File: config.mk
export PLATFORM = sky130hd
export DESIGN_NAME = sprite_tile_animation_stepper
export DESIGN_NICKNAME = d
export VERILOG_FILES = /design/src/hdl/stas_pkg.sv /design/src/hdl/stas_divider.sv /design/src/hdl/stas_step.sv /design/src/hdl/sprite_tile_animation_stepper.sv
export SDC_FILE = /design/constraint.sdc
export NUM_CORES = 2
export LEC_CHECK = 0
export BUFFER_PORTS_ARGS = -buffer_cell sky130_fd_sc_hd__buf_4
export CAP_MARGIN = 20
export CORE_ASPECT_RATIO = 1.1
export CORE_UTILIZATION = 60
export CTS_BUF_LIST = sky130_fd_sc_hd__clkbuf_4 sky130_fd_sc_hd__clkbuf_8
export CTS_CLUSTER_DIAMETER = 40
export DETAILED_ROUTE_END_ITERATION = 8
export PLACE_DENSITY = 0.84
export SLEW_MARGIN = 10
export SYNTH_ARGS = -nofsm -noshare
export SYNTH_HDL_FRONTEND = slang
export SYNTH_SLANG_ARGS = --single-unit
File: constraint.sdc
create_clock -name clk -period 18.7 [get_ports clk]
set_clock_uncertainty 0.2 [all_clocks]
set_input_delay 1.87 -clock clk [delete_from_list [all_inputs] [get_ports clk]]
set_output_delay 1.87 -clock clk [all_outputs]
set_load 0.05 [all_outputs]
File: src/hdl/stas_pkg.sv
// Shared types and constants of the sprite tile animation stepper.
// Holds the configuration record, mode and register codes, and the divider records.
// No dependencies.
package stas_pkg;

  localparam int EDGE_PAD_DEF = 0;
  localparam int GAP_DEF      = 0;

  // Divider operand width; covers the largest tile pitch and sheet size plus spacing.
  localparam int DIV_W     = 17;
  localparam int DIV_CNT_W = $clog2(DIV_W + 1);

  localparam logic [2:0] MODE_NONE      = 3'd0;
  localparam logic [2:0] MODE_ONCE_FWD  = 3'd1;
  localparam logic [2:0] MODE_ONCE_BACK = 3'd2;
  localparam logic [2:0] MODE_LOOP_FWD  = 3'd3;
  localparam logic [2:0] MODE_LOOP_BACK = 3'd4;
  localparam logic [2:0] MODE_PINGPONG  = 3'd5;

  localparam logic [2:0] CFG_MODE       = 3'd0;
  localparam logic [2:0] CFG_FIRST_TILE = 3'd1;
  localparam logic [2:0] CFG_LAST_TILE  = 3'd2;
  localparam logic [2:0] CFG_PERIOD     = 3'd3;
  localparam logic [2:0] CFG_TILE_W     = 3'd4;
  localparam logic [2:0] CFG_TILE_H     = 3'd5;
  localparam logic [2:0] CFG_TEX_W      = 3'd6;
  localparam logic [2:0] CFG_TEX_H      = 3'd7;

  typedef struct packed {
    logic [2:0]  playback_mode;
    logic [15:0] first_tile;
    logic [15:0] last_tile;
    logic [31:0] frame_period;
    logic [15:0] tile_width;
    logic [15:0] tile_height;
    logic [15:0] sheet_width;
    logic [15:0] sheet_height;
  } cfg_t;

  typedef struct packed {
    logic             start;
    logic [DIV_W-1:0] dividend;
    logic [DIV_W-1:0] divisor;
  } div_req_t;

  typedef struct packed {
    logic             idle;
    logic [DIV_W-1:0] quotient;
    logic [DIV_W-1:0] remainder;
  } div_rsp_t;

endpackage

File: src/hdl/stas_divider.sv
// Shared restoring divider of the stepper, one quotient bit per cycle.
// Depends on stas_pkg for the operand width and the request and response records.
module stas_divider
  import stas_pkg::*;
(
  input  logic     clk,
  input  logic     rst_n,
  input  div_req_t req,
  output div_rsp_t rsp
);

  logic [DIV_CNT_W-1:0] cnt_r;
  logic [DIV_W-1:0]     quo_r;
  logic [DIV_W-1:0]     rem_r;
  logic [DIV_W-1:0]     divisor_r;
  logic [DIV_W:0]       trial;
  logic [DIV_W+1:0]     diff;
  logic                 fits;

  assign trial = {rem_r, quo_r[DIV_W-1]};
  assign diff  = {1'b0, trial} - {2'b00, divisor_r};
  assign fits  = ~diff[DIV_W+1];

  always_ff @(posedge clk) begin
    if (!rst_n) begin
      cnt_r <= '0;
    end else if (req.start) begin
      cnt_r     <= DIV_CNT_W'(DIV_W);
      rem_r     <= '0;
      quo_r     <= req.dividend;
      divisor_r <= req.divisor;
    end else if (cnt_r != '0) begin
      cnt_r <= cnt_r - 1'b1;
      rem_r <= fits ? diff[DIV_W-1:0] : trial[DIV_W-1:0];
      quo_r <= {quo_r[DIV_W-2:0], fits};
    end
  end

  assign rsp.idle      = (cnt_r == '0);
  assign rsp.quotient  = quo_r;
  assign rsp.remainder = rem_r;

endmodule

File: src/hdl/stas_step.sv
// Tile advance logic of the stepper: one frame step under the playback mode.
// Depends on stas_pkg for the configuration record and mode codes.
module stas_step
  import stas_pkg::*;
(
  input  cfg_t        cfg,
  input  logic [15:0] tile,
  input  logic        reversed,
  input  logic [33:0] num_tiles,
  output logic [15:0] tile_nxt,
  output logic        rev_nxt
);

  logic        fwd;
  logic        back;
  logic        jump;
  logic [16:0] cand;
  logic [15:0] count_m1;
  logic [15:0] low_val;
  logic        wrap_low;
  logic        out_of_range;
  logic        at_end;

  assign at_end = (tile == cfg.last_tile);

  always_comb begin
    fwd  = 1'b0;
    back = 1'b0;
    jump = 1'b0;
    case (cfg.playback_mode)
      MODE_ONCE_FWD:  fwd  = ~at_end;
      MODE_ONCE_BACK: back = ~at_end;
      MODE_LOOP_FWD: begin
        jump = at_end;
        fwd  = ~at_end;
      end
      MODE_LOOP_BACK: begin
        jump = at_end;
        back = ~at_end;
      end
      MODE_PINGPONG: begin
        fwd  = ~reversed;
        back = reversed;
      end
      default: ;
    endcase
  end

  always_comb begin
    if (jump) begin
      cand = {1'b0, cfg.first_tile};
    end else if (fwd) begin
      cand = {1'b0, tile} + 17'd1;
    end else if (back) begin
      cand = {1'b0, tile} - 17'd1;
    end else begin
      cand = {1'b0, tile};
    end
  end

  assign count_m1     = num_tiles[15:0] - 16'd1;
  assign low_val      = (num_tiles == '0 || num_tiles > 34'd65536) ? 16'hFFFF : count_m1;
  assign wrap_low     = back && (tile == '0);
  assign out_of_range = ({17'b0, cand} >= num_tiles) || cand[16];

  always_comb begin
    if (wrap_low) begin
      tile_nxt = low_val;
    end else if (out_of_range) begin
      tile_nxt = '0;
    end else begin
      tile_nxt = cand[15:0];
    end
  end

  assign rev_nxt = reversed ^ ((cfg.playback_mode == MODE_PINGPONG) &&
                               (tile_nxt == cfg.first_tile || tile_nxt == cfg.last_tile));

endmodule

File: src/hdl/sprite_tile_animation_stepper.sv
// Sprite tile animation stepper: top level with sequencer, state and configuration.
// Depends on stas_pkg, stas_divider and stas_step.
// A result follows the input transfer after three passes of the shared divider (tiles per
// row, tiles per column, column and row) plus timer steps.
// No item is taken while one is in work; in_tready is high only when idle.
// Reset (synchronous, active low) clears configuration and animation state.
module sprite_tile_animation_stepper
  import stas_pkg::*;
#(
  parameter int EDGE_PAD = EDGE_PAD_DEF,
  parameter int GAP      = GAP_DEF
) (
  input  logic        clk,
  input  logic        rst_n,
  input  logic        in_tvalid,
  output logic        in_tready,
  input  logic [15:0] in_tdata,   // elapsed_ticks
  input  logic        in_tuser,   // action
  output logic        out_tvalid,
  input  logic        out_tready,
  // tile_index, tile_column, tile_row, is_playing, is_reversed, done_res, zero fill
  output logic [55:0] out_tdata,
  input  logic        cfg_we,
  input  logic [2:0]  cfg_index,
  input  logic [31:0] cfg_wdata
);

  localparam logic [DIV_W-1:0] PAD = DIV_W'(2 * EDGE_PAD + GAP);
  localparam logic [DIV_W-1:0] SPC = DIV_W'(GAP);

  typedef enum logic [3:0] {
    S_IDLE, S_ROW, S_ROW_WAIT, S_COL, S_COL_WAIT, S_MUL,
    S_TIMER, S_CMP, S_ADV, S_POS, S_POS_WAIT, S_OUT
  } state_t;

  state_t      state_r;
  cfg_t        cfg_r;
  logic        action_r;
  logic [15:0] elapsed_r;
  logic [15:0] tile_r;
  logic [31:0] timer_r;
  logic        playing_r;
  logic        rev_r;
  logic        done_r;
  logic [DIV_W-1:0] per_row_r;
  logic [DIV_W-1:0] per_col_r;
  logic [33:0] count_r;
  logic        out_tvalid_r;
  logic [55:0] out_tdata_r;

  div_req_t    div_req;
  div_rsp_t    div_rsp;
  logic [DIV_W-1:0] pitch_w;
  logic [DIV_W-1:0] pitch_h;
  logic [32:0] sum;
  logic [32:0] diff;
  logic        stop;
  logic        play_now;
  logic [15:0] adv_tile;
  logic        adv_rev;
  logic [15:0] col_val;
  logic [15:0] row_val;

  stas_divider u_div (
    .clk   (clk),
    .rst_n (rst_n),
    .req   (div_req),
    .rsp   (div_rsp)
  );

  stas_step u_step (
    .cfg       (cfg_r),
    .tile      (tile_r),
    .reversed  (rev_r),
    .num_tiles (count_r),
    .tile_nxt  (adv_tile),
    .rev_nxt   (adv_rev)
  );

  assign pitch_w  = PAD + {1'b0, cfg_r.tile_width};
  assign pitch_h  = PAD + {1'b0, cfg_r.tile_height};
  assign sum      = {1'b0, timer_r} + {17'b0, elapsed_r};
  assign diff     = {1'b0, timer_r} - {1'b0, cfg_r.frame_period};
  assign stop     = (cfg_r.playback_mode == MODE_ONCE_FWD ||
                     cfg_r.playback_mode == MODE_ONCE_BACK) && (tile_r == cfg_r.last_tile);
  assign play_now = playing_r & ~stop;
  assign col_val  = (per_row_r == '0) ? 16'h0000 : div_rsp.remainder[15:0];
  assign row_val  = (per_row_r == '0) ? 16'h0000 : div_rsp.quotient[15:0];

  always_comb begin
    div_req = '0;
    case (state_r)
      S_ROW: begin
        div_req.start    = 1'b1;
        div_req.dividend = {1'b0, cfg_r.sheet_width} + SPC;
        div_req.divisor  = pitch_w;
      end
      S_COL: begin
        div_req.start    = 1'b1;
        div_req.dividend = {1'b0, cfg_r.sheet_height} + SPC;
        div_req.divisor  = pitch_h;
      end
      S_POS: begin
        div_req.start    = 1'b1;
        div_req.dividend = {1'b0, tile_r};
        div_req.divisor  = per_row_r;
      end
      default: ;
    endcase
  end

  always_ff @(posedge clk) begin
    if (!rst_n) begin
      state_r      <= S_IDLE;
      cfg_r        <= '0;
      tile_r       <= '0;
      timer_r      <= '0;
      playing_r    <= 1'b0;
      rev_r        <= 1'b0;
      out_tvalid_r <= 1'b0;
    end else begin
      if (cfg_we) begin
        case (cfg_index)
          CFG_MODE:       cfg_r.playback_mode <= cfg_wdata[2:0];
          CFG_FIRST_TILE: cfg_r.first_tile    <= cfg_wdata[15:0];
          CFG_LAST_TILE:  cfg_r.last_tile     <= cfg_wdata[15:0];
          CFG_PERIOD:     cfg_r.frame_period  <= cfg_wdata;
          CFG_TILE_W:     cfg_r.tile_width    <= cfg_wdata[15:0];
          CFG_TILE_H:     cfg_r.tile_height   <= cfg_wdata[15:0];
          CFG_TEX_W:      cfg_r.sheet_width   <= cfg_wdata[15:0];
          CFG_TEX_H:      cfg_r.sheet_height  <= cfg_wdata[15:0];
          default: ;
        endcase
      end
      if (out_tvalid_r && out_tready && state_r != S_OUT) begin
        out_tvalid_r <= 1'b0;
      end
      case (state_r)
        S_IDLE: begin
          if (in_tvalid) begin
            action_r  <= in_tuser;
            elapsed_r <= in_tdata;
            state_r   <= S_ROW;
          end
        end
        S_ROW: state_r <= S_ROW_WAIT;
        S_ROW_WAIT: begin
          if (div_rsp.idle) begin
            per_row_r <= (pitch_w == '0) ? '0 : div_rsp.quotient;
            state_r   <= S_COL;
          end
        end
        S_COL: state_r <= S_COL_WAIT;
        S_COL_WAIT: begin
          if (div_rsp.idle) begin
            per_col_r <= (pitch_h == '0) ? '0 : div_rsp.quotient;
            state_r   <= S_MUL;
          end
        end
        S_MUL: begin
          count_r <= per_row_r * per_col_r;
          state_r <= S_TIMER;
        end
        S_TIMER: begin
          if (action_r) begin
            tile_r    <= cfg_r.first_tile;
            timer_r   <= '0;
            rev_r     <= 1'b0;
            playing_r <= (cfg_r.playback_mode != MODE_NONE);
            done_r    <= 1'b0;
            state_r   <= S_POS;
          end else begin
            done_r    <= stop & playing_r;
            playing_r <= play_now;
            if (play_now) begin
              timer_r <= sum[32] ? 32'hFFFF_FFFF : sum[31:0];
              state_r <= S_CMP;
            end else begin
              state_r <= S_POS;
            end
          end
        end
        S_CMP: begin
          if (!diff[32]) begin
            timer_r <= diff[31:0];
            state_r <= S_ADV;
          end else begin
            state_r <= S_POS;
          end
        end
        S_ADV: begin
          tile_r  <= adv_tile;
          rev_r   <= adv_rev;
          state_r <= S_POS;
        end
        S_POS: state_r <= S_POS_WAIT;
        S_POS_WAIT: begin
          if (div_rsp.idle) begin
            state_r <= S_OUT;
          end
        end
        S_OUT: begin
          if (!out_tvalid_r || out_tready) begin
            out_tdata_r  <= {5'b0, done_r, rev_r, playing_r, row_val, col_val, tile_r};
            out_tvalid_r <= 1'b1;
            state_r      <= S_IDLE;
          end
        end
        default: state_r <= S_IDLE;
      endcase
    end
  end

  assign in_tready  = (state_r == S_IDLE);
  assign out_tvalid = out_tvalid_r;
  assign out_tdata  = out_tdata_r;

endmodule
Yosys cells after proc, flatten, opt, wreduce, memory -nomap -nowiden
Cells that the tools add are included.

operators by class
  eq/ne operators = 35
  magnitude comparators = 2
  multipliers = 1
  bitwise operators = 8
  reduce and logical (&&, ||, !) cells = 47
  $add $sub $neg = 7
  muxes and demuxes = 38

operator list
  operator                                                                count
  32-bit two-way mux                                                      4
  17-bit two-way mux                                                      7
  35-bit case mux with 3 select lines                                     1
  16-bit two-way mux                                                      4
  32-bit case mux with 2 select lines                                     1
  17-bit zero test                                                        3
  16-bit equality test                                                    3
  4-bit case mux with 12 select lines                                     1
  17-bit by 34-bit >= comparator with 1-bit output                        1
  34-bit by 17-bit > comparator with 1-bit output, second input constant  1
  34-bit zero test                                                        1
  17-bit by 17-bit multiplier with 34-bit output                          1
  32-bit by 16-bit adder with 33-bit output                               1
  32-bit by 32-bit subtractor with 33-bit output                          1
  16-bit case mux with 2 select lines                                     1
  4-bit two-way mux                                                       7
  2-bit AND reduction                                                     13
  18-bit by 17-bit subtractor with 19-bit output                          1
  3-bit equality test, second input constant                              6
  16-bit by 1-bit adder with 17-bit output, second input constant         1
  16-bit by 1-bit subtractor with 17-bit output, second input constant    1
  4-bit by 3-bit equality test with 1-bit output, second input constant   4
  4-bit equality test, second input constant                              4
  16-bit zero test                                                        1
  other kinds (27)                                                        69

storage, ports and cells
  input bits = 57
  output and inout port bits = 58
  bits in registers = 379

Depth between registers and ports, before layout
  depth after elaboration = 15
  depth in mapped cells = 27
  depth with buffers taken out = 25

Modules after synthesis
From an unflattened synthesis, not the netlist that was laid out.

unflattened totals
  cells, all modules = 3727
  area, all modules = 32557.5 um2

by module, submodules not included
  module                         seq. area each (um2)  instances  area an instance (um2)  cells an instance
  sprite_tile_animation_stepper  7837.5                1          24846.3                 2767
  stas_step                      0.0                   1          4435.5                  676
  stas_divider                   1631.6                1          3275.6                  284

Least setup slack after synthesis
OpenSTA, ideal clock, no wires.

  path kind = register -> register
  start = reg per_row_r[12]
  end = reg count_r[31], data pin
  path slack = 11.324 ns
  setup time = 0.258 ns
  data required time = 18.242 ns
  clock period less this slack = 7.376 ns
  stages on the path, launching flop included = 28
  arrival time = 6.918 ns
  path buffers = 2
  cell sequence = edfxtp_1 clkbuf_1 clkbuf_1 nand2_1 fa_1 inv_1 fa_1 inv_1 fa_1 inv_1 fa_1 inv_1 fa_1 inv_1 fa_1 ha_1 a21o_1 a21o_1 a21o_1 a21o_1 a32oi_1 a21oi_1 o41a_1 a21o_1 or4_1 a31o_2 a21oi_1 xnor2_1

between the ends
  longest elaborated chain between the ends = 1

RTL lines
  item                                            line                                  source
  start, declared                                 sprite_tile_animation_stepper.sv:45   logic [DIV_W-1:0] per_row_r;
  start signal, assigned                          sprite_tile_animation_stepper.sv:149  per_row_r <= (pitch_w == '0) ? '0 : div_rsp.quotient;
  17-bit by 17-bit multiplier with 34-bit output  sprite_tile_animation_stepper.sv:161  count_r <= per_row_r * per_col_r;
  end signal, assigned                            sprite_tile_animation_stepper.sv:161
  end, declared                                   sprite_tile_animation_stepper.sv:47   logic [33:0] count_r;

No other way between the ends.
A chain may end at the register's enable or synchronous reset.

Worst setup path after layout
  start = reg per_row_r[11]
  end = reg count_r[31], data pin

Same word-level chain as after synthesis.

==> results.sh <==
export IMPL_outcome="finished clean"
export IMPL_core_um2=50300
export IMPL_grt_usage_pct=34.6
export IMPL_netlist_top_cells_area="edfxtp_1 (18%), fa_1 (15%), dfxtp_1 (12%)"
export IMPL_num_fill_cells=3914
export IMPL_drc=0
export IMPL_worst_setup_path_start_kind="flip-flop"
export IMPL_hold_violations=0
export IMPL_boundaryPins=115
export IMPL_vias=26367
export IMPL_fmax_ghz=0.127
export IMPL_rows=86
export IMPL_die_area_um2=52000
export IMPL_ys_seq_area_share_pct=30.9
export IMPL_synth_top_area_share_pct=18.4
export IMPL_cts_htree_levels=3
export IMPL_avgSynthCellArea_um2=8.70
export IMPL_die_w_um=218
export IMPL_grt_setup_unrepaired="no"
export IMPL_nets=4037
export IMPL_tightest_slew_ns=1.12
export IMPL_netlist_area_um2=30700
export IMPL_cts_sinks=379
export IMPL_synth_ff_type="dfxtp_1"
export IMPL_wl_per_cell_um=20.9
export IMPL_yosysMostFrequentCell="nand2_1"
export IMPL_antenna_left=0
export IMPL_numCtsBuffers=68
export IMPL_synth_edf_count=188
export IMPL_r2r_start="per_row_r[11]"
export IMPL_start_util_pct=61.0
export IMPL_clock_latency_ns=0.68
export IMPL_peakVddDrop_mv=0.176
export IMPL_regArea_um2=9470
export IMPL_die_h_um=239
export IMPL_worstSetupStartpoint="per_row_r[11]"
export IMPL_power_leakage_nw=14.3
export IMPL_yosysWarnings=0
export IMPL_multiInputGateArea_um2=19100
export IMPL_ctsResizeCount=0
export IMPL_setup_viol=0
export IMPL_crit_end="count_r[31]"
export IMPL_ctsHoldBuffers=0
export IMPL_intPower_mw=2.30
export IMPL_viasPerCell=6.17
export IMPL_cp_depth=25
export IMPL_clk_pin_slew_ns=0.07
export IMPL_placed_area_um2=31900
export IMPL_fin_util_pct=66.8
export IMPL_synth_distinct_cells=84
export IMPL_gr_total_overflow=0
export IMPL_max_stage_delay_ns=0.78
export IMPL_grt_pass1_vias=25887
export IMPL_crit_family="adder cells"
export IMPL_arrival_ns=8.06
export IMPL_layout_min_cycle_time_ns=7.85
export IMPL_p_per_area_nw_per_um2=113
export IMPL_p_clk_share_pct=23.4
export IMPL_rrSetupSlack_ns=10.85
export IMPL_cap_violations=0
export IMPL_yosys_area_top_type="edfxtp_1"
export IMPL_hold_ws_ns=0.223
export IMPL_cp_slowest_cell="edfxtp_1"
export IMPL_drive_above_1_share_pct=8.86
export IMPL_critPathMaxFanout=19
export IMPL_port_buffers=109
export IMPL_cts_setup_buffers=0
export IMPL_power_share_switching_pct=39.5
export IMPL_power_frac_seq_pct=29.7
export IMPL_routabilityCongestion=1.03
export IMPL_drt_iter0_drc=2827
export IMPL_maxSlewHeadroom_pct=25.2
export IMPL_critPathMostFrequentCell="fa_1"
export IMPL_synth_commonest_cells="nand2_1 (603), inv_1 (373), a21oi_1 (284)"
export IMPL_drt_wl_total_mm=89.3
export IMPL_stdcell_area_um2=33500
export IMPL_crit_type="reg2reg"
export IMPL_power_switching_mw=1.50
export IMPL_synthCells=3524
export IMPL_fin_tns_setup_ns=0
export IMPL_cts_tree="built"
export IMPL_cp_required_ns=18.91
export IMPL_cp_num_buf_inv=5
export IMPL_grt_pass1_wl_mm=140
export IMPL_r2r_end="count_r[31]"
export IMPL_post_dp_hpwl_mm=65.2
export IMPL_root_buffer="clkbuf_8"
export IMPL_critPathCaptureType="flip-flop"
export IMPL_firstDrtPassIters=8
export IMPL_fin_crit_sh_pct=42.0
export IMPL_grt_max_degree=105
export IMPL_rr_worst_depth=25
export IMPL_syn2layout_area_growth_pct=9.44
export IMPL_antenna_found_initial=5
export IMPL_ys_ff_latch=379
export IMPL_cts_buffer_depth=3
export IMPL_hp_class="reg2reg"
export IMPL_async_reset_ff_share_pct=0
export IMPL_pwr_share_comb_pct=46.8
export IMPL_maxSlewViolCount=0
## stage by stage
stage          cells  worst slack, ns  power [mW]
6_report        4276            10.85        3.81
5_1_grt         4274            10.54        4.06
4_1_cts         4269            10.91        3.81
3_5_place_dp    4143            10.94        2.91
3_3_place_gp    4142            11.06        2.82
2_1_floorplan   3528            11.32        2.44
## worst reg2reg max path: cells and delay by family (launching register included)
family | cells | cell delay [ns]
adder cells (fa/ha/maj) | 7 | 3.48
AND/OR/NAND/NOR | 2 | 0.60
buffers and inverters | 5 | 0.29
XOR/XNOR | 1 | 0.08
AO/OA/AOI/OAI | 10 | 2.14
flip-flops | 1 | 0.78
## kinds of logic (layout without fill, tap and decap cells)
kind of cell    Yosys count  count (layout)  synth area share (%)
compound gates          694             694                  14.4
simple gates           1292            1292                  19.9
flops                   379             379                  30.9
other cells               1               8                0.0122
fa+ha+maj               423             423                  22.8
mux                      33              33                  1.10
buf+inv                 571             656                  7.17
xor+xnor                131             131                  3.74
## layout make-up
type / instances / share of cell area (%)
flip-flops and latches: 379 / 28.2
well taps: 660 / 2.46
inverters: 373 / 4.19
clock inverters: 32 / 1.05
diodes: 3 / 0.0224
clock buffers: 94 / 3.60
repair buffers: 157 / 3.58
multi-input cells: 2578 / 56.9
## routing by layer
metal	wire length, um	GRT usage, %	up-vias
met5	13	0	-
met4	5020	19.7	2
met3	9140	6.83	295
met2	41200	55.0	1483
met1	33900	43.9	12590
li1	-	-	11997
## registers in the layout, summed over array words and instances, names as in the netlist
signal and count:
u_div.cnt_r 5, u_div.rem_r 17, out_tdata 51, tile_r 16
u_div.quo_r 17, count_r 34, cfg_r 131, action_r 1
per_row_r 17, u_div.divisor_r 17, per_col_r 17, out_tvalid 1
playing_r 1, timer_r 32, state_r 4, done_r 1
rev_r 1, elapsed_r 16
## power by group through the flow
stage	Clock, mW	Sequential [mW]	Combinational, mW
2_1_floorplan	0	1.09	1.35
3_3_place_gp	0	1.14	1.68
3_5_place_dp	0	1.14	1.76
4_1_cts	0.895	1.13	1.79
5_1_grt	0.931	1.14	2.00
6_report	0.891	1.13	1.78
## worst min-delay path by stage
stage | start | endpoint | slack [ns] | cells after the start
after floorplan | done_r | out_tdata[50] | 0.20 | 0
after global placement | done_r | out_tdata[50] | 0.21 | 0
after detailed placement | done_r | out_tdata[50] | 0.21 | 0
after CTS | done_r | out_tdata[50] | 0.22 | 0
after global routing | done_r | out_tdata[50] | 0.23 | 0
final | done_r | out_tdata[50] | 0.22 | 0
## cells in the final DEF (no fill, tap or decap), drive strengths merged, types with 13 or more instances in the layout
master	netlist	final
a211oi	41	41
a21oi	284	284
buf	31	157
o21a	13	13
a222oi	18	18
nand3	47	47
a31oi	30	30
mux2i	28	28
nor4	30	30
nor3	53	53
o21ai	101	101
nand2b	37	37
clkbuf	167	94
clkinv	0	15
a21o	30	30
fa	227	227
and3	31	31
nand2	603	603
edfxtp	188	188
inv	373	382
ha	196	196
a221oi	15	15
nor2	193	193
nand4	28	28
dfxtp	191	191
xnor2	70	70
or3	22	22
and2	153	153
nor2b	55	55
xor2	61	61
a22oi	43	43
Power figures use the tool's default switching activity.
